`config.mk`:
```
export PLATFORM = sky130hd
export DESIGN_NAME = ofifo_outq
export DESIGN_NICKNAME = d
export VERILOG_FILES = /design/src/sv/ofifo_pkg.sv /design/src/sv/ofifo_outq.sv
export SDC_FILE = /design/constraint.sdc
export NUM_CORES = 1
export LEC_CHECK = 0
export ABC_AREA = 1
export BUFFER_PORTS_ARGS = -buffer_cell sky130_fd_sc_hd__buf_2
export CORE_ASPECT_RATIO = 1.4
export CORE_MARGIN = 2
export CORE_UTILIZATION = 48
export CTS_CLUSTER_DIAMETER = 60
export DETAILED_ROUTE_END_ITERATION = 10
export PLACE_DENSITY = 0.76
export SKIP_LAST_GASP = 1
export SYNTH_ARGS = -nofsm -noshare
export SYNTH_HDL_FRONTEND = slang
export SYNTH_SLANG_ARGS = --single-unit
```
`constraint.sdc`:
```
create_clock -name clk -period 3.65 [get_ports clk]
set_input_delay 0.1825 -clock clk [delete_from_list [all_inputs] [get_ports clk]]
set_output_delay 0.1825 -clock clk [all_outputs]
set_load 0.005 [all_outputs]
```
`src/sv/ofifo_pkg.sv`:
```
// ----------------------------------------------------------------------------
// ofifo_pkg
// Shared types and codes for the overwriting sample ring FIFO.
// ----------------------------------------------------------------------------
`timescale 1ns / 1ps

package ofifo_pkg;

    localparam int DATA_W = 32;
    localparam int AMT_W  = 13;
    localparam int FILL_W = 13;

    // Request actions.
    localparam logic [1:0] ACT_PUT   = 2'd0;
    localparam logic [1:0] ACT_GET   = 2'd1;
    localparam logic [1:0] ACT_SKIP  = 2'd2;
    localparam logic [1:0] ACT_CLEAR = 2'd3;

    // Result status codes.
    localparam logic [1:0] ST_OK       = 2'd0;
    localparam logic [1:0] ST_SHORT    = 2'd1;
    localparam logic [1:0] ST_DROPPED  = 2'd2;
    localparam logic [1:0] ST_TOO_LONG = 2'd3;

    typedef struct packed {
        logic [1:0]        action;
        logic [DATA_W-1:0] sample;
        logic [AMT_W-1:0]  amount;
    } ofifo_req_t;

    typedef struct packed {
        logic [DATA_W-1:0] data_out;
        logic [1:0]        status;
        logic              last;
        logic [FILL_W-1:0] fill_level;
    } ofifo_rsp_t;

    // One result as issued by the controller; the sample word, if any,
    // joins it in the next cycle from the memory read port.
    typedef struct packed {
        logic              from_mem;
        logic [1:0]        status;
        logic              last;
        logic [FILL_W-1:0] fill_level;
    } ofifo_issue_t;

endpackage

```
`src/sv/ofifo_outq.sv`:
```
// ----------------------------------------------------------------------------
// ofifo_outq
// Result stage: joins issued results with read data and buffers two results.
// ----------------------------------------------------------------------------
`timescale 1ns / 1ps

module ofifo_outq
    import ofifo_pkg::*;
(
    input  logic         clk,
    input  logic         rst_n,
    input  logic         issue_valid,
    input  ofifo_issue_t issue,
    input  logic [DATA_W-1:0] rd_data,
    output logic         room,
    output logic         rsp_valid,
    input  logic         rsp_stall,
    output ofifo_rsp_t   rsp_item
);

    logic         pend_valid_reg;
    ofifo_issue_t pend_reg;
    ofifo_rsp_t   q_reg [2];
    logic         head_reg;
    logic [1:0]   occ_reg;
    logic [1:0]   occ_next;
    logic         pop;
    logic         tail;
    logic [2:0]   level;
    ofifo_rsp_t   push_item;

    assign rsp_valid = (occ_reg != 2'd0);
    assign rsp_item  = q_reg[head_reg];
    assign pop       = rsp_valid && !rsp_stall;

    // Entries held after this edge, not counting a result issued now.
    assign level = 3'(occ_reg) + 3'(pend_valid_reg) - 3'(pop);
    assign room  = (level < 3'd2);

    assign tail = head_reg ^ occ_reg[0];

    always_comb
    begin
        push_item.data_out   = pend_reg.from_mem ? rd_data : '0;
        push_item.status     = pend_reg.status;
        push_item.last       = pend_reg.last;
        push_item.fill_level = pend_reg.fill_level;
        occ_next = occ_reg + 2'(pend_valid_reg) - 2'(pop);
    end

    always_ff @(posedge clk or negedge rst_n)
    begin
        if (!rst_n)
        begin
            pend_valid_reg <= 1'b0;
            head_reg       <= 1'b0;
            occ_reg        <= 2'd0;
        end
        else
        begin
            pend_valid_reg <= issue_valid;
            occ_reg        <= occ_next;
            if (pop)
            begin
                head_reg <= ~head_reg;
            end
        end
    end

    always_ff @(posedge clk)
    begin
        if (issue_valid)
        begin
            pend_reg <= issue;
        end
        if (pend_valid_reg)
        begin
            q_reg[tail] <= push_item;
        end
    end

endmodule

```
; After elaboration in Yosys (flattened, before gate mapping)
; Memories as Yosys holds them, arrays and structs flattened.
; Cells that the tools add are included.
; Widths: inputs -> output; s select.
[word_totals]
n_memories = 1
input_bits = 53
elab_cells = 21
output_inout_bits = 50
ram_bits = 96
register_bits = 21
[mem_list]
columns = name, words, word_bits, read_ports, rd_clocked_by_memory_dff, wr, line_no
row1 = q_reg, 2, 48, 1, 0, 1, ofifo_outq.sv:23  ; ofifo_rsp_t q_reg [2];
[classes]
n_reduce_logical = 3
add_sub_neg = 4
n_bitwise = 2
muxes = 3
magnitude_cmp = 1
[op_table]
columns = cell, count
row1 = $mux 32, 1
row2 = $add 2x1->3, 1
row3 = $lt 3x2->1 const B, 1
row4 = $sub 3x1->3, 1
row5 = $add 2x1->2, 1
row6 = $mux 1, 2
row7 = $reduce_bool 2->1, 1
row8 = $sub 2x1->2, 1
row9 = $logic_and 1x1->1, 1
row10 = $logic_not 1->1, 1
row11 = $not 1->1, 1
row12 = $xor 1x1->1, 1

; Longest topological paths before layout
; Gate-level depths: netlist (run 1).
[logic_depth]
ltp_word = 4
mapped_depth = 9
mapped_depth_nobuf = 9

; Worst setup path after synthesis (run 1)
; No wires, ideal clock.
[synth_path]
path_kind = register -> register
from = reg head_reg
to = mem q_reg[0][0] (netlist bit) (enable)
setup_time_ns = 0.467
arrival_ns = 2.952
path_buffers = 2
setup_slack_ns = 0.231
path_stages_with_launch = 6
period_less_slack_ns = 3.419
required_time_ns = 3.183
cell_sequence = dfrtp_1 > buf_6 > inv_2 > buf_6 > nand2_1 > a21boi_1
[synth_between]
elab_chain_len = 1
[synth_lines]
columns = item, line_no
row1 = start: declaration, ofifo_outq.sv:24  ; logic head_reg;
row2 = start signal: assignment, ofifo_outq.sv:65  ; head_reg <= ~head_reg;
row3 = $xor 1x1->1, ofifo_outq.sv:40  ; assign tail = head_reg ^ occ_reg[0];
row4 = end: declaration, ofifo_outq.sv:23
; No other way between the ends.

; Final worst setup path (run 1)
[layout_path]
from = reg occ_reg[0]
to = out room
[layout_between]
elab_chain_len = 4
elab_cells_between_ends = 5
classes_between = 2 x add/sub / 1 x order compare / 2 x reduce/logical
[layout_lines]
columns = item, line_no
row1 = start: declaration, ofifo_outq.sv:25  ; logic [1:0] occ_reg;
row2 = start signal: assignment, ofifo_outq.sv:62  ; occ_reg <= occ_next;
row3 = $reduce_bool 2->1, ofifo_outq.sv:32  ; assign rsp_valid = (occ_reg != 2'd0);
row4 = $logic_and 1x1->1, ofifo_outq.sv:34  ; assign pop = rsp_valid && !rsp_stall;
row5 = via pop, ofifo_outq.sv:27  ; logic pop;
row6 = $sub 3x1->3, ofifo_outq.sv:37  ; assign level = 3'(occ_reg) + 3'(pend_valid_reg) - 3'(pop);
row7 = $lt 3x2->1, ofifo_outq.sv:38  ; assign room = (level < 3'd2);
row8 = end: declaration, ofifo_outq.sv:15  ; output logic room,
; The timed path passes the listed nets, and every way through them passes these cells.

==> results of run 1 <==
cell usage after synthesis:
cell,n,share of area
fa_1,1,0.0045
buf_6,2,0.0050
buf_2,11,0.012
inv_2,1,0.00084
nand3_1,1,0.0011
and3_1,1,0.0014
buf_4,1,0.0017
xnor2_1,1,0.0020
inv_1,38,0.032
a21boi_1,1,0.0017
o21ai_0,1,0.0011
edfxtp_1,113,0.76
ha_1,2,0.0056
dfrtp_1,4,0.022
nor2_1,1,0.00084
nand2_1,181,0.15
how the worst min path moves through the flow:
| stage | endpoint | slack, ns | depth (start not counted) |
|---|---|---|---|
| 3_5_place_dp | occ_reg[1] | -0.008 | 1 |
| 5_1_grt | q_reg[1][18] | 0.05 | 3 |
| 6_report | head_reg | 0.05 | 4 |
| 3_3_place_gp | occ_reg[1] | -0.008 | 1 |
| 4_1_cts | q_reg[0][38] | 0.03 | 3 |
| 2_1_floorplan | head_reg | -0.11 | 0 |
layout make-up:
cell class / count / area, µm² / area share
flip-flops and latches: 117 / 3490 / 0.596
multi-input cells: 190 / 773 / 0.132
inverters: 39 / 146 / 0.0250
well taps: 107 / 134 / 0.0228
clock buffers: 18 / 429 / 0.0732
repair buffers: 123 / 726 / 0.124
clock inverters: 14 / 161 / 0.0275
worst max-delay path, stage by stage, from the launching register on:
cell and delay [ns]:
dfrtp_1 0.40, o21ai_0 0.23, inv_1 0.08, ha_1 0.29, inv_1 0.04, ha_1 0.19, fa_1 0.38, xnor2_1 0.17
nor2_1 0.05, buf_2 0.12
power by group through the flow:
stage | clock [W] | combinational, W | sequential [W]
floorplan | 0 | 0.000705 | 0.00199
global placement | 0 | 0.00114 | 0.00202
detailed placement | 0 | 0.00118 | 0.00205
CTS | 0.00166 | 0.00121 | 0.00202
global route | 0.00173 | 0.00133 | 0.00205
finish | 0.00163 | 0.00117 | 0.00202
logic make-up (layout without fill, tap and decap cells):
family,after synthesis,after routing,share of synthesized area
AND/OR/NAND/NOR,184,184,0.155
AO/OA/AOI/OAI,2,2,0.00279
adder cells (fa/ha/maj),3,3,0.0100
XOR/XNOR,1,1,0.00195
buffers and inverters,53,194,0.0516
flip-flops,117,117,0.779
metrics by stage:
step | hold slack, ns | setup slack, ns | utilization | power (W) | cell area (µm²)
5_1_grt | 0.0495 | 0.932 | 0.650 | 0.00511 | 5860
4_1_cts | 0.0343 | 1.09 | 0.650 | 0.00489 | 5860
2_1_floorplan | -0.113 | 0.231 | - | 0.00270 | 4490
3_3_place_gp | -0.00831 | 1.50 | 0.564 | 0.00316 | 5090
3_5_place_dp | -0.00783 | 1.40 | 0.564 | 0.00323 | 5090
6_report | 0.0537 | 1.11 | 0.650 | 0.00482 | 5860
routing by layer:
metal,vias up,part of all wire
li1,1417,-
met5,-,0
met4,0,0.020
met3,18,0.056
met2,83,0.54
met1,1308,0.38
layout by cell type (no fill, tap or decap), types with 17 or more instances in the layout:
master / count
dlygate4sd3_1: 18
inv_1: 38
clkbuf_16: 17
buf_2: 102
nand2_1: 181
edfxtp_1: 113
==> results.toml, run 1 <==
[cts]
cts_tree = "yes"
htreeDepth = 4
cts_resized = 0
tritoncts.num_buffers = 17
ctsLongestPathBuffers = 2
post-cts-setup-buffers = 0
hold_buffers = 18
clk_pin_slew_worst_paths_ns = 0.05
clkLatencyLatePin_ns = 0.41
numClockSinks = 117
cts-root-buf = "clkbuf_16"

[timing]
number_of_endpoints_failing_setup_at_the_final_stage = 0
finalCritPeriodShare = 0.697
fmax_ghz = 0.393
report.final.hold_viol_count = 0
tns_ns = 0
timing.clock.skew_ns = 0.00531
finalMaxSlewViolations = 0
timing.max_slew.rel_slack = 0.227
grt_setup_unrepaired = "no"
worst-slew-pin-transition_ns = 1.16
timing.final.crit_period_ns = 2.54

[global_route]
antenna_found_initial = 0
grt_util_all_layers = 0.179
gr-usage-met3 = 0.0803
gr-max-usage-layer = "met2"
grt_pass1_vias = 3013
grt_start_max_net_pins = 50
groute.layer.met2.usage = 0.320
grt_pass1_wl_um = 13400
global_route_congestion_overflow_total = 0
groute.layer.met1.usage = 0.174

[floorplan]
fp.dieArea_um2 = 10100
pin_count = 103
core.rowCount = 41
coreArea_um2 = 9030
die-height_um = 118
floorplan.initialDensity = 0.497
fp.dieW_um = 85.7

[cells_and_area]
layoutNonFillerInstCount = 608
fillers = 685
syn_to_final_growth_pct = 30.7
finalNetCount = 544
share_of_layout_cells_above_drive_strength_1 = 0.275
antenna_cells = 0
largest_register_ffs = 96

[worst_hold_path]
hold_class = "in -> reg"
hold_path.startpoint = "rsp_stall"

[route]
num_vias = 2826
route.detailed.drc = 0
drt_pre_antenna_iters = 4
finalWirelength_um = 8400
wire_per_inst_um = 13.8
vias_per_cell = 4.65
ant_nets = 0
drt_iter0_drc = 102

[setup_path]
critical_path_peak_fanout = 3
regToRegStartpoint = "head_reg"
rrSetupSlack_ns = 1.46
worstPathArrival_ns = 2.36
worst_setup_path_startpoint = "occ_reg[0]"
critical_path.reg2reg.endpoint = "q_reg[1][20]"
worst_ep_required_time_ns = 3.47
critical_path.endpoint = "room"
critPathLaunchType = "register"
timing_worst_setup_path_type = "reg -> out"
end_kind = "primary output"
r2r_cells = 3

[synthesis]
synthesis.instances = 360
syn_area_um2 = 4490
synthesis.nets = 416
yosys_register_bits = 117
ys_types = 16
syn_avg_cell_area_um2 = 12.5
synth_seq_area_share = 0.779
yosys_warning_count = 0

[power]
combPwrFrac = 0.244
vdd_drop_max_v = 0.000488
internal-power_w = 0.00340
share_clk_of_total_power = 0.338
p_per_area_nw_per_um2 = 822
power.net_switching_w = 0.00142
total_leakage_power_nw = 2.75
power.switching_fraction = 0.295
sequential_fraction_of_design_power = 0.419

[placed_design]
dpl.hpwl_um = 4980
post-place-cells = 558
port_buffers = 102
globalplace.congestion = 0.637

[outcome]
status = "complete, no violations"

[job]
maxCapViolations = 0
Note: power is estimated with default switching activity, not from simulation.
==> inputs of run 2 (changes only) <==
clock period = 2.3 ns   (was 3.65 ns; I/O delays follow)
==> results.toml, run 2 (synthesis results as in run 1) <==
[placed_design]
dpl_cell_area_um2 = 5140
port_buffers = 102
dpl.hpwl_um = 5060
post-place-cells = 562
dp_worst_setup_slack_ns = 0.263
globalplace.congestion = 0.684

[setup_path]
critical_path_peak_fanout = 3
worst_ep_required_time_ns = 2.18
critical_path.reg2reg.endpoint = "occ_reg[1]"
r2r_cells = 6
critical_path.endpoint = "room"
rrSetupSlack_ns = 0.56
regToRegStartpoint = "occ_reg[0]"
worstPathArrival_ns = 2.24
timing_worst_setup_path_type = "reg -> out"
critPathLaunchType = "register"
worst_setup_path_startpoint = "occ_reg[0]"
end_kind = "primary output"

[cells_and_area]
fillers = 615
layout.cells.most_common_list = "nand2_1, edfxtp_1, buf_2, dlygate4sd3_1, inv_1"
layout.cells.most_common = "nand2_1"
share_of_layout_cells_above_drive_strength_1 = 0.285
layout.cell_area.non_filler_um2 = 6200
finalNetCount = 579
largest_register_ffs = 96
syn_to_final_growth_pct = 38.3
antenna_cells = 0
layoutNonFillerInstCount = 643

[cts]
clk_pin_slew_worst_paths_ns = 0.05
tritoncts.num_buffers = 17
clkLatencyLatePin_ns = 0.40
cts-root-buf = "clkbuf_16"
htreeDepth = 4
ctsLongestPathBuffers = 2
cts_tree = "yes"
numClockSinks = 117

[route]
vias_per_cell = 4.71
drt_iter0_drc = 111
wire_per_inst_um = 13.6
finalWirelength_um = 8720
ant_nets = 0
route.detailed.drc = 0
drt_pre_antenna_iters = 4
num_vias = 3027

[timing]
timing.max_slew.rel_slack = 0.219
report.final.hold_viol_count = 0
tns_ns = -0.0570
finalCritPeriodShare = 1.02
number_of_endpoints_failing_setup_at_the_final_stage = 1
fmax_ghz = 0.424
final_critical_path_setup_slack_ns = -0.0570
timing.final.crit_period_ns = 2.36
worst-slew-pin-transition_ns = 1.17
grt_setup_unrepaired = "yes"
timing.clock.skew_ns = 0.00927
finalMaxSlewViolations = 0

[global_route]
grt_pass1_wl_um = 13600
grt_pass1_vias = 3029
global_route_congestion_overflow_total = 0
grt_util_all_layers = 0.180
antenna_found_initial = 0
grt_start_max_net_pins = 50

[outcome]
violations = "negative setup slack"
status = "finished, violations left"

[floorplan]
die-height_um = 118
fp.dieArea_um2 = 10100
core.rowCount = 41
floorplan.initialDensity = 0.497
pin_count = 103
fp.dieW_um = 85.7
coreArea_um2 = 9030

[job]
maxCapViolations = 0

[power]
p_per_area_nw_per_um2 = 1250
vdd_drop_max_v = 0.00114
total_leakage_power_nw = 2.89

[worst_hold_path]
hold_class = "in -> reg"
## run 2: repair_timing
action,CTS,global route
hold buffers,43,0
buffers inserted,4,2
endpoints found under the hold margin,69,0
pin swaps,4,4
setup endpoints to repair,1,1
gates resized for setup,4,0
## run 2: routing by layer
layer  vias up  global-route usage  part of all wire
met5         -                   0                 0
met3        22              0.0677             0.051
met1      1392               0.181              0.38
li1       1498                   -                 -
met2       115               0.322              0.55
met4         0              0.0853             0.022
## run 2: metrics by stage
stage / hold slack [ns] / total power [W] / util
floorplan: -0.181 / 0.00427 / -
global route: 0.0170 / 0.00819 / 0.687
finish: 0.0144 / 0.00775 / 0.687
detailed placement: -0.0777 / 0.00516 / 0.569
CTS: 0.000466 / 0.00781 / 0.685
global placement: -0.0766 / 0.00507 / 0.569
## run 2: how the worst min path moves through the flow
stage          depth (start not counted)  startpoint            to
6_report                               3  rd_data[5]  q_reg[0][21]
5_1_grt                                3  rd_data[2]  q_reg[1][18]
4_1_cts                                3  rd_data[4]  q_reg[1][20]
3_5_place_dp                           1       rst_n    occ_reg[1]
3_3_place_gp                           1       rst_n    occ_reg[1]
2_1_floorplan                          0       rst_n      head_reg
## run 2: cell type report
type,instances,area [µm²],share of cell area
sequential,117,3490,0.563
timing repair buffer,158,1060,0.171
multi-input combinational,190,782,0.126
clock buffer,17,425,0.0686
clock inverter,15,158,0.0254
inverter,39,146,0.0236
tap,107,134,0.0216
## run 2: power breakdown
group          internal, W  switching [W]
clock network      0.00160       0.000931
logic             0.000841        0.00123
registers          0.00299       0.000165
total              0.00542        0.00233
## run 2: critical path, cell delays in order, from the launching register on
cell	delay, ns
dfrtp_1	0.41
o21ai_2	0.18
inv_1	0.07
ha_1	0.27
inv_1	0.04
ha_2	0.17
fa_2	0.54
nor2_1	0.05
buf_2	0.12
