**src/sv/ofifo_pkg.sv**
```systemverilog
// ----------------------------------------------------------------------------
// ofifo_pkg
// Shared types and codes for the overwriting sample ring FIFO.
// ----------------------------------------------------------------------------
`timescale 1ns / 1ps

package ofifo_pkg;

    localparam int DATA_W = 32;
    localparam int AMT_W  = 13;
    localparam int FILL_W = 13;

    // Request actions.
    localparam logic [1:0] ACT_PUT   = 2'd0;
    localparam logic [1:0] ACT_GET   = 2'd1;
    localparam logic [1:0] ACT_SKIP  = 2'd2;
    localparam logic [1:0] ACT_CLEAR = 2'd3;

    // Result status codes.
    localparam logic [1:0] ST_OK       = 2'd0;
    localparam logic [1:0] ST_SHORT    = 2'd1;
    localparam logic [1:0] ST_DROPPED  = 2'd2;
    localparam logic [1:0] ST_TOO_LONG = 2'd3;

    typedef struct packed {
        logic [1:0]        action;
        logic [DATA_W-1:0] sample;
        logic [AMT_W-1:0]  amount;
    } ofifo_req_t;

    typedef struct packed {
        logic [DATA_W-1:0] data_out;
        logic [1:0]        status;
        logic              last;
        logic [FILL_W-1:0] fill_level;
    } ofifo_rsp_t;

    // One result as issued by the controller; the sample word, if any,
    // joins it in the next cycle from the memory read port.
    typedef struct packed {
        logic              from_mem;
        logic [1:0]        status;
        logic              last;
        logic [FILL_W-1:0] fill_level;
    } ofifo_issue_t;

endpackage

```
**src/sv/ofifo_ctrl.sv**
```systemverilog
// ----------------------------------------------------------------------------
// ofifo_ctrl
// Pointer and count keeper; decodes requests and sequences get runs.
// ----------------------------------------------------------------------------
`timescale 1ns / 1ps

module ofifo_ctrl
    import ofifo_pkg::*;
#(
    parameter int DEPTH   = 4096,
    parameter int MAX_RUN = 64
)
(
    input  logic                     clk,
    input  logic                     rst_n,
    input  logic                     req_valid,
    output logic                     req_stall,
    input  ofifo_req_t               req_item,
    input  logic                     room,
    output logic                     wr_en,
    output logic [$clog2(DEPTH)-1:0] wr_addr,
    output logic [DATA_W-1:0]        wr_data,
    output logic                     rd_en,
    output logic [$clog2(DEPTH)-1:0] rd_addr,
    output logic                     issue_valid,
    output ofifo_issue_t             issue
);

    localparam int PW = $clog2(DEPTH);
    localparam int CW = $clog2(DEPTH + 1);
    localparam int XW = ((CW > AMT_W) ? CW : AMT_W) + 1;
    localparam int RW = $clog2(MAX_RUN + 1);
    localparam logic [PW-1:0] LAST_IDX = PW'(DEPTH - 1);

    typedef enum logic [0:0] {
        S_IDLE,
        S_RUN
    } state_t;

    state_t          state_reg, state_next;
    logic [PW-1:0]   rd_ptr_reg, rd_ptr_next;
    logic [PW-1:0]   wr_ptr_reg, wr_ptr_next;
    logic [CW-1:0]   count_reg, count_next;
    logic [RW-1:0]   remain_reg, remain_next;
    logic            accept;
    logic            full;
    logic [XW-1:0]   amount_x;
    logic [XW-1:0]   count_x;
    logic [XW-1:0]   skip_sum;
    logic [XW-1:0]   count_next_x;

    function automatic logic [PW-1:0] ptr_inc(input logic [PW-1:0] p);
        ptr_inc = (p == LAST_IDX) ? '0 : p + 1'b1;
    endfunction

    assign req_stall = !((state_reg == S_IDLE) && room);
    assign accept    = req_valid && !req_stall;
    assign full      = (count_reg == CW'(DEPTH));
    assign amount_x  = XW'(req_item.amount);
    assign count_x   = XW'(count_reg);

    assign wr_addr = wr_ptr_reg;
    assign wr_data = req_item.sample;
    assign rd_addr = rd_ptr_reg;

    always_comb
    begin
        state_next  = state_reg;
        rd_ptr_next = rd_ptr_reg;
        wr_ptr_next = wr_ptr_reg;
        count_next  = count_reg;
        remain_next = remain_reg;
        wr_en       = 1'b0;
        rd_en       = 1'b0;
        issue_valid = 1'b0;
        issue.from_mem = 1'b0;
        issue.status   = ST_OK;
        issue.last     = 1'b1;
        skip_sum = XW'(rd_ptr_reg) + amount_x;
        if (skip_sum >= XW'(DEPTH))
        begin
            skip_sum = skip_sum - XW'(DEPTH);
        end

        unique case (state_reg)
            S_IDLE:
            begin
                if (accept)
                begin
                    issue_valid = 1'b1;
                    unique case (req_item.action)
                        ACT_PUT:
                        begin
                            wr_en       = 1'b1;
                            wr_ptr_next = ptr_inc(wr_ptr_reg);
                            if (full)
                            begin
                                rd_ptr_next  = ptr_inc(rd_ptr_reg);
                                issue.status = ST_DROPPED;
                            end
                            else
                            begin
                                count_next = count_reg + 1'b1;
                            end
                        end
                        ACT_GET:
                        begin
                            if (req_item.amount > AMT_W'(MAX_RUN))
                            begin
                                issue.status = ST_TOO_LONG;
                            end
                            else if (amount_x > count_x)
                            begin
                                issue.status = ST_SHORT;
                            end
                            else if (req_item.amount != '0)
                            begin
                                rd_en          = 1'b1;
                                issue.from_mem = 1'b1;
                                rd_ptr_next    = ptr_inc(rd_ptr_reg);
                                count_next     = count_reg - 1'b1;
                                if (req_item.amount != AMT_W'(1))
                                begin
                                    issue.last  = 1'b0;
                                    remain_next = RW'(req_item.amount - AMT_W'(1));
                                    state_next  = S_RUN;
                                end
                            end
                        end
                        ACT_SKIP:
                        begin
                            if (amount_x > count_x)
                            begin
                                issue.status = ST_SHORT;
                            end
                            else
                            begin
                                rd_ptr_next = skip_sum[PW-1:0];
                                count_next  = CW'(count_x - amount_x);
                            end
                        end
                        ACT_CLEAR:
                        begin
                            rd_ptr_next = '0;
                            wr_ptr_next = '0;
                            count_next  = '0;
                        end
                        default:
                        begin
                            issue_valid = 1'b1;
                        end
                    endcase
                end
            end
            S_RUN:
            begin
                if (room)
                begin
                    issue_valid    = 1'b1;
                    rd_en          = 1'b1;
                    issue.from_mem = 1'b1;
                    rd_ptr_next    = ptr_inc(rd_ptr_reg);
                    count_next     = count_reg - 1'b1;
                    remain_next    = remain_reg - 1'b1;
                    if (remain_reg == RW'(1))
                    begin
                        state_next = S_IDLE;
                    end
                    else
                    begin
                        issue.last = 1'b0;
                    end
                end
            end
            default:
            begin
                state_next = S_IDLE;
            end
        endcase

        count_next_x     = XW'(count_next);
        issue.fill_level = count_next_x[FILL_W-1:0];
    end

    always_ff @(posedge clk or negedge rst_n)
    begin
        if (!rst_n)
        begin
            state_reg  <= S_IDLE;
            rd_ptr_reg <= '0;
            wr_ptr_reg <= '0;
            count_reg  <= '0;
            remain_reg <= '0;
        end
        else
        begin
            state_reg  <= state_next;
            rd_ptr_reg <= rd_ptr_next;
            wr_ptr_reg <= wr_ptr_next;
            count_reg  <= count_next;
            remain_reg <= remain_next;
        end
    end

endmodule

```
**config.mk**
```make
export PLATFORM = sky130hd
export DESIGN_NAME = ofifo_ctrl
export DESIGN_NICKNAME = d
export VERILOG_FILES = /design/src/sv/ofifo_pkg.sv /design/src/sv/ofifo_ctrl.sv
export SDC_FILE = /design/constraint.sdc
export NUM_CORES = 1
export LEC_CHECK = 0
export BUFFER_PORTS_ARGS = -buffer_cell sky130_fd_sc_hd__clkbuf_2
export CAP_MARGIN = 30
export CORE_MARGIN = 10
export CORE_UTILIZATION = 45
export CTS_CLUSTER_SIZE = 30
export DETAILED_ROUTE_END_ITERATION = 12
export GPL_TIMING_DRIVEN = 1
export PLACE_DENSITY = 0.72
export SYNTH_ARGS = -nofsm -noshare
export SYNTH_HDL_FRONTEND = slang
export SYNTH_SLANG_ARGS = --single-unit
```
**constraint.sdc**
```tcl
create_clock -name clk -period 2.7 [get_ports clk]
set_input_delay 0 -clock clk [delete_from_list [all_inputs] [get_ports clk]]
set_output_delay 0 -clock clk [all_outputs]
set_load 0.02 [all_outputs]
```
Word level (Yosys, flattened, before mapping)
Index checks and enable logic that the tools add are counted.
{"block": "word_totals", "ff_bits": 45, "inputBits": 51, "out_inout_bits": 77, "wordCells": 113}
{"block": "classes", "add_sub_neg": 9, "n_lt_le_gt_ge": 3, "eq_ne": 20, "muxes": 66, "bitwise": 1, "n_reduce_logical": 9}
{"cell": "2-to-1 mux 12 bit", "n": 10}
{"cell": "2-to-1 mux 13 bit", "n": 7}
{"cell": "case mux 13 bit (4 select lines)", "n": 1}
{"cell": "2-to-1 mux 7 bit", "n": 7}
{"cell": "case mux 12 bit (2 select lines)", "n": 2}
{"cell": "case mux 12 bit (4 select lines)", "n": 1}
{"cell": "2-to-1 mux 1 bit", "n": 26}
{"cell": "case mux 13 bit (2 select lines)", "n": 1}
{"cell": "adder 12 x 1 -> 12 bit, second input constant", "n": 2}
{"cell": "== test 12 bit, second input constant", "n": 2}
{"cell": "inequality test 3 bit, second input constant", "n": 5}
{"cell": "adder 12 x 13 -> 14 bit", "n": 1}
{"cell": "greater-or-equal comparator 14 x 13 -> 1 bit, second input constant", "n": 1}
{"cell": "case mux 7 bit (2 select lines)", "n": 1}
{"cell": "AND reduction 7 bit", "n": 2}
{"cell": "subtractor 7 x 1 -> 7 bit, second input constant", "n": 2}
{"cell": "adder 13 x 1 -> 13 bit, second input constant", "n": 1}
{"cell": "== test 13 bit, second input constant", "n": 1}
{"cell": "greater-than comparator 13 bit", "n": 1}
{"cell": "greater-than comparator 13 x 7 -> 1 bit, second input constant", "n": 1}
{"cell": "inequality test 13 x 1 -> 1 bit, second input constant", "n": 1}
{"cell": "nonzero test 13 bit", "n": 1}
{"cell": "subtractor 13 x 1 -> 13 bit, second input constant", "n": 1}
{"cell": "subtractor 13 bit", "n": 1}
{"cell": "16 further kinds", "n": 29}

Depth between registers and ports, before layout
Gate-level depths: netlist of the first run.
{"block": "logic_depth", "word_depth": 8, "mapped_depth": 12, "depth_no_buf": 11}

Least setup slack after synthesis of the first run
No wires, ideal clock.
{"block": "synth_timing", "path_kind": "register to register", "startpoint": "register count_reg[8]", "endpoint": "register count_reg[9]", "setup_ns": 0.186, "arrival_ns": 2.882, "t_required_ns": 2.514, "slack_ns": -0.367, "stages_incl_launch_ff": 10, "n_path_buf": 2, "synth_period_minus_slack_ns": 3.067, "path_cell_list": "dfrtp_1 ha_1 a21oi_1 o21ai_0 a221o_1 a221oi_2 buf_2 buf_1 a221oi_1 o21ai_0"}
{"item": "from (decl)", "line_no": "ofifo_ctrl.sv:43", "rtl": "logic [CW-1:0] count_reg, count_next;"}
{"item": "from (signal assigned)", "line_no": "ofifo_ctrl.sv:200", "rtl": "count_reg <= count_next;"}

==> impl_metrics.toml, run 1 <==
[synth]
yosys_most_used_dff = "dfrtp_1"
synth_most_common_cell = "nand2_1"
ys_warn_count = 0
syn_nets = 751
synth_seq_cells = 45
synthCells = 662
synthArstFlopShare_pct = 100
syn_avg_cell_area_um2 = 7.76
syn_area_mm2 = 0.00514
synthTopCellsByCount = "nand2_1 (60), nor2_1 (51), dfrtp_1 (45)"
yosysTopAreaCell = "dfrtp_1"
yosys.area.top_type_share_pct = 21.9
ys_seq_area_share_pct = 21.9
synth_area_leaders = "dfrtp_1 (22%), ha_1 (8.8%), buf_4 (5.0%)"
synth_edf_count = 0
synth_cell_types = 74

[power_and_ir_drop]
power.switching_mw = 2.41
seqPwrFrac_pct = 20.9
intPower_mw = 2.83
power.share.clock_pct = 13.5
max-vdd-ir-drop_mv = 0.529
power_leakage_nw = 3.07
p_per_area_mw_per_mm2 = 768
power_frac_comb_pct = 65.5
swShare_pct = 46.0

[floorplanning]
die_y_um = 127
top_level_ports = 128
start_util_pct = 46.6
dieArea_mm2 = 0.0161
core_area_mm2 = 0.0110
die_w_um = 127
rows = 38

[global_route]
grt_first_pass_wirelength_um = 27400
grt_pass1_vias = 5505
grt_overflow_total = 0
antenna_found_initial = 0
grt_max_degree = 46
globalRouteTotalUtil_pct = 20.4

[drt]
dr.pass1.iters = 7
ant_nets = 0
vias = 5651
wire_per_inst_um = 19.6
viasPerCell = 6.22
drt_iter0_drc = 483
routed_wl_um = 17800
drc_errors = 0

[setup_path]
r2r-start = "count_reg[7]$_DFF_PN0_"
cp.required_ns = 2.70
rr_endpoint = "rd_addr[4]$_DFFE_PN0P_"
critPathMaxFanout = 5
worstPathArrival_ns = 3.03
rr_worst_depth = 9
start_kind = "flop"
crit_path_end_kind = "output port"
critPathKind = "reg2out"
rrSetupSlack_ns = -0.13

[timing]
skew_ns = 0.0141
finalCritPeriodShare_pct = 112
slew_violations = 0
max-slew-margin-rel_pct = 44.9
setup_viol = 32
setup_ws_ns = -0.334
period_minus_slack_ns = 3.03
hold_violations = 0
grt_setup_unrepaired = "true"
worst_slew_pin_slew_ns = 0.826
max_freq_ghz = 0.330

[clock_network]
cts_num_sinks = 45
tritoncts = "yes"
htreeDepth = 2
cts_buffers = 5
clk_pin_slew_worst_paths_ns = 0.08
clock_path_buffers = 2
root_buffer = "clkbuf_16"
clock_latency_ns = 0.32

[flow_run]
cap_violations = 0

[worst_hold_path]
hold_start = "req_item[36]"
hold_end = "wr_data[23]"
min_path_cells = 0
min_path_type = "in2out"

[finish]
fillCellCount = 962
fin_nets = 856
antennaDiodeCount = 0
fin_util_pct = 61.7
area_growth_pct = 32.6
drive_above_1_share_pct = 34.0
largest_reg_flops = 13

[placement]
place_ws_ns = -0.0869
io_buffer_count = 63
place_congestion = 0.989
dp_hpwl_um = 12800

[run_status]
status = "finished with violations"
violations = "negative setup slack"
## cell families (layout without fill, tap and decap cells)
logic type / count (synthesis) / after routing / synth area share (%)
AO/OA/AOI/OAI: 197 / 197 / 26.8
XOR/XNOR: 27 / 27 / 4.60
adder cells (fa/ha/maj): 38 / 38 / 9.55
buffers and inverters: 106 / 212 / 11.1
flip-flops: 45 / 45 / 21.9
multiplexers: 15 / 15 / 3.04
AND/OR/NAND/NOR: 234 / 234 / 23.0
## power by group through the flow
stage	registers, mW	clock network [mW]	logic (mW)
final	1.10	0.707	3.43
after CTS	1.08	0.719	2.96
after detailed placement	1.10	0	2.80
after global routing	1.12	0.734	3.69
after floorplan	1.20	0	1.79
after global placement	1.08	0	2.74
## layout by cell type (no fill, tap or decap), types with 17 or more instances in the layout
cell,n
nand2_1,56
xnor2_1,17
nor2_1,49
nor3_1,22
inv_1,39
buf_4,89
a21oi_1,33
buf_6,17
dfrtp_1,42
o21ai_0,34
clkbuf_2,47
ha_1,25
nand3_1,32
## area by class of cell
type / instances / area (um2) / area share (%)
Clock buffer: 6 / 139 / 2.04
Clock inverter: 2 / 17.5 / 0.257
Inverter: 42 / 160 / 2.35
Multi-Input combinational cell: 511 / 3980 / 58.4
Sequential cell: 45 / 1130 / 16.6
Tap cell: 140 / 175 / 2.57
Timing Repair Buffer: 162 / 1210 / 17.8
## worst max path at each step
stage	start	endpoint	slack, ns	cells past startpoint
6_report	count_reg[10]$_DFF_PN0_	issue[6]	-0.33	13
2_1_floorplan	count_reg[0]$_DFF_PN0_	count_reg[5]$_DFF_PN0_	-0.07	10
4_1_cts	count_reg[1]$_DFF_PN0_	issue[5]	-0.37	9
3_3_place_gp	count_reg[1]$_DFF_PN0_	issue[10]	-0.05	10
5_1_grt	count_reg[9]$_DFF_PN0_	issue[4]	-0.43	13
3_5_place_dp	count_reg[7]$_DFF_PN0_	issue[10]	-0.09	10
## per-layer routing
metal	up-vias	track usage (%)	wire, um
li1	2627	-	-
met1	2667	25.0	7380
met2	289	32.8	8250
met3	68	4.21	1530
met4	0	10.8	629
met5	-	0	0
## metrics by stage
step                      cell area [um2]  hold WS, ns  power [mW]  setup TNS [ns]  cells
after floorplan                      5260       -0.296        2.98          -0.312    662
after global placement               5890     0.000137        3.82         -0.0976    876
after detailed placement             5890     0.000137        3.89          -0.353    876
after CTS                            6260     0.000137        4.76           -3.84    895
after global routing                 6810    0.0000293        5.55           -6.17    908
final                                6810   0.00000774        5.23           -4.16    908
## worst max-delay path, stage by stage (launching register included)
cell and delay [ns]:
dfrtp_1 0.41, ha_4 0.29, buf_4 0.13, nand2_2 0.08
nor3_4 0.15, and3_4 0.23, a221oi_4 0.07, buf_6 0.14
buf_8 0.14, buf_6 0.12, or4_4 0.52, o2111ai_2 0.09
a31o_2 0.22, buf_6 0.13
## timing repair
| action | CTS | global route |
|---|---|---|
| cloned | 0 | 1 |
| pin swaps | 7 | 45 |
| setup buffers | 11 | 14 |
| gates resized for setup | 31 | 105 |
| endpoints found under the hold margin | 45 | 0 |
| setup endpoints to repair | 23 | 46 |
| hold buffers | 1 | 0 |
Note: power is estimated with default switching activity, not from simulation.
==> run 2: changes to the inputs <==
--- a/config.mk
+++ b/config.mk
@@ -13,6 +13,7 @@
 export DETAILED_ROUTE_END_ITERATION = 12
 export GPL_TIMING_DRIVEN = 1
 export PLACE_DENSITY = 0.72
+export RECOVER_POWER = 100
 export SYNTH_ARGS = -nofsm -noshare
 export SYNTH_HDL_FRONTEND = slang
 export SYNTH_SLANG_ARGS = --single-unit
==> run 2 against run 1 <==
  * The run still ends with negative setup slack left
  * Final area down 0.62%
  * Total power down 0.75%
  * Fmax about the same
  * First-iteration DRC count up 20%
  * Clock-buffer cell count did not move
  * Global-route usage unchanged
  * Final cell count is the same
  * Critical path type unchanged
  * Highest routed layer unchanged
==> impl_metrics.toml, run 2 (same netlist as run 1, synthesis figures left out) <==
[global_route]
antenna_found_initial = 0
grt_max_degree = 46
grt_pass1_vias = 5505
grt_first_pass_wirelength_um = 27400
globalRouteTotalUtil_pct = 20.4
grt_overflow_total = 0

[drt]
routed_wl_um = 17800
ant_nets = 0
viasPerCell = 6.22
drt_iter0_drc = 581
wire_per_inst_um = 19.5
dr.pass1.iters = 6
vias = 5649
drc_errors = 0

[setup_path]
cp_slowest_cell = "or4_4"
critPathMaxFanout = 5
critPathKind = "reg2out"
cp.required_ns = 2.70
crit_end = "issue[6]"
start_kind = "flop"
r2r-start = "count_reg[7]$_DFF_PN0_"
crit_chain = "ha_4 > buf_4 > nand2_2 > nor3_4 > and3_4 > a221oi_4 > buf_6 > buf_8 > buf_6 > or4_4 > o2111ai_2 > a31o_2 > buf_6"
rr_endpoint = "rd_addr[4]$_DFFE_PN0P_"
rrSetupSlack_ns = -0.11
crit_top_cell = "buf_6"
crit_path_end_kind = "output port"
critical_path.max_stage_delay_ns = 0.52
worstPathArrival_ns = 3.03
rr_worst_depth = 9
crit_start = "count_reg[10]$_DFF_PN0_"

[placement]
placed_area_mm2 = 0.00589
place_ws_ns = -0.0869
io_buffer_count = 63
dp_hpwl_um = 12800
place_congestion = 0.989
dp.cells = 876

[timing]
period_minus_slack_ns = 3.03
grt_setup_unrepaired = "true"
max_freq_ghz = 0.330
max-slew-margin-rel_pct = 16.2
whs_ns = 0.00000774
finalCritPeriodShare_pct = 112
slew_violations = 0
setup_ws_ns = -0.334
worst_slew_pin_slew_ns = 1.26
setup_viol = 31
skew_ns = 0.0128
hold_violations = 0
fin_tns_setup_ns = -3.90

[power_and_ir_drop]
p_per_area_mw_per_mm2 = 767
power_mw = 5.19
power_leakage_nw = 2.98
max-vdd-ir-drop_mv = 0.517

[finish]
antennaDiodeCount = 0
drive_above_1_share_pct = 30.3
final_design_area_no_fill_mm2 = 0.00677
mostFrequentLayoutCells = "buf_4 (86), nand2_1 (56), nor2_1 (49)"
fillCellCount = 985
largest_reg_flops = 13
fin_util_pct = 61.4
fin_cells = 908
fin_nets = 856
layout.cells.most_common = "buf_4"
area_growth_pct = 31.7

[clock_network]
cts_buffers = 5
clock_path_buffers = 2
htreeDepth = 2
root_buffer = "clkbuf_16"
tritoncts = "yes"
cts_num_sinks = 45
clock_latency_ns = 0.32
clk_pin_slew_worst_paths_ns = 0.07

[floorplanning]
rows = 38
core_area_mm2 = 0.0110
die_w_um = 127
die_y_um = 127
start_util_pct = 46.6
dieArea_mm2 = 0.0161
top_level_ports = 128

[worst_hold_path]
min_path_type = "in2out"

[flow_run]
cap_violations = 0

[run_status]
violations = "negative setup slack"
status = "finished with violations"
==> run 2: changes by cell type in the layout (fill, tap and decap cells not counted), sizes merged <==
cell,delta
buf,-3
clkbuf,+3
==> run 2: repair_timing <==
item,in CTS,in global routing
gates resized for setup,31,105
buffers inserted,11,14
pin swaps,7,45
endpoints found under the setup margin,23,46
cloned,0,1
hold endpoints to repair,45,0
hold buffers,1,0
==> run 2: worst min path at each step <==
stage | start | to | cells past startpoint
after floorplan | rst_n | count_reg[0]$_DFF_PN0_ | 0
after global placement | req_item[23] | wr_data[10] | 0
after detailed placement | req_item[23] | wr_data[10] | 0
after CTS | req_item[23] | wr_data[10] | 0
after global routing | req_item[26] | wr_data[13] | 0
final | req_item[36] | wr_data[23] | 0
==> run 2: worst max-delay path: cells and delay by family (launching register included) <==
family	cells	cell delay, ns
AND/OR/NAND/NOR	4	0.98
buffers and inverters	5	0.66
flip-flops	1	0.41
AO/OA/AOI/OAI	3	0.38
adder cells (fa/ha/maj)	1	0.29
==> run 2: area by class of cell <==
type	instances	area (um2)	area share, %
Clock buffer	6	139	2.05
Clock inverter	2	17.5	0.259
Inverter	42	160	2.37
Multi-Input combinational cell	511	3980	58.7
Sequential cell	45	1130	16.7
Tap cell	140	175	2.59
Timing Repair Buffer	162	1170	17.3
==> run 2: per-layer routing <==
metal  share of wire [%]  global-route usage (%)  vias up
li1                    -                       -     2622
met1                  42                    25.0     2699
met2                  47                    32.8      268
met3                 8.1                    4.21       60
met4                 3.4                    10.8        0
met5                   0                       0        -
==> run 2: power breakdown <==
group	total, mW	internal (mW)	switching, mW
Clock	0.707	0.375	0.331
Combinational	3.39	1.57	1.82
Sequential	1.09	0.845	0.249
Total	5.19	2.80	2.40
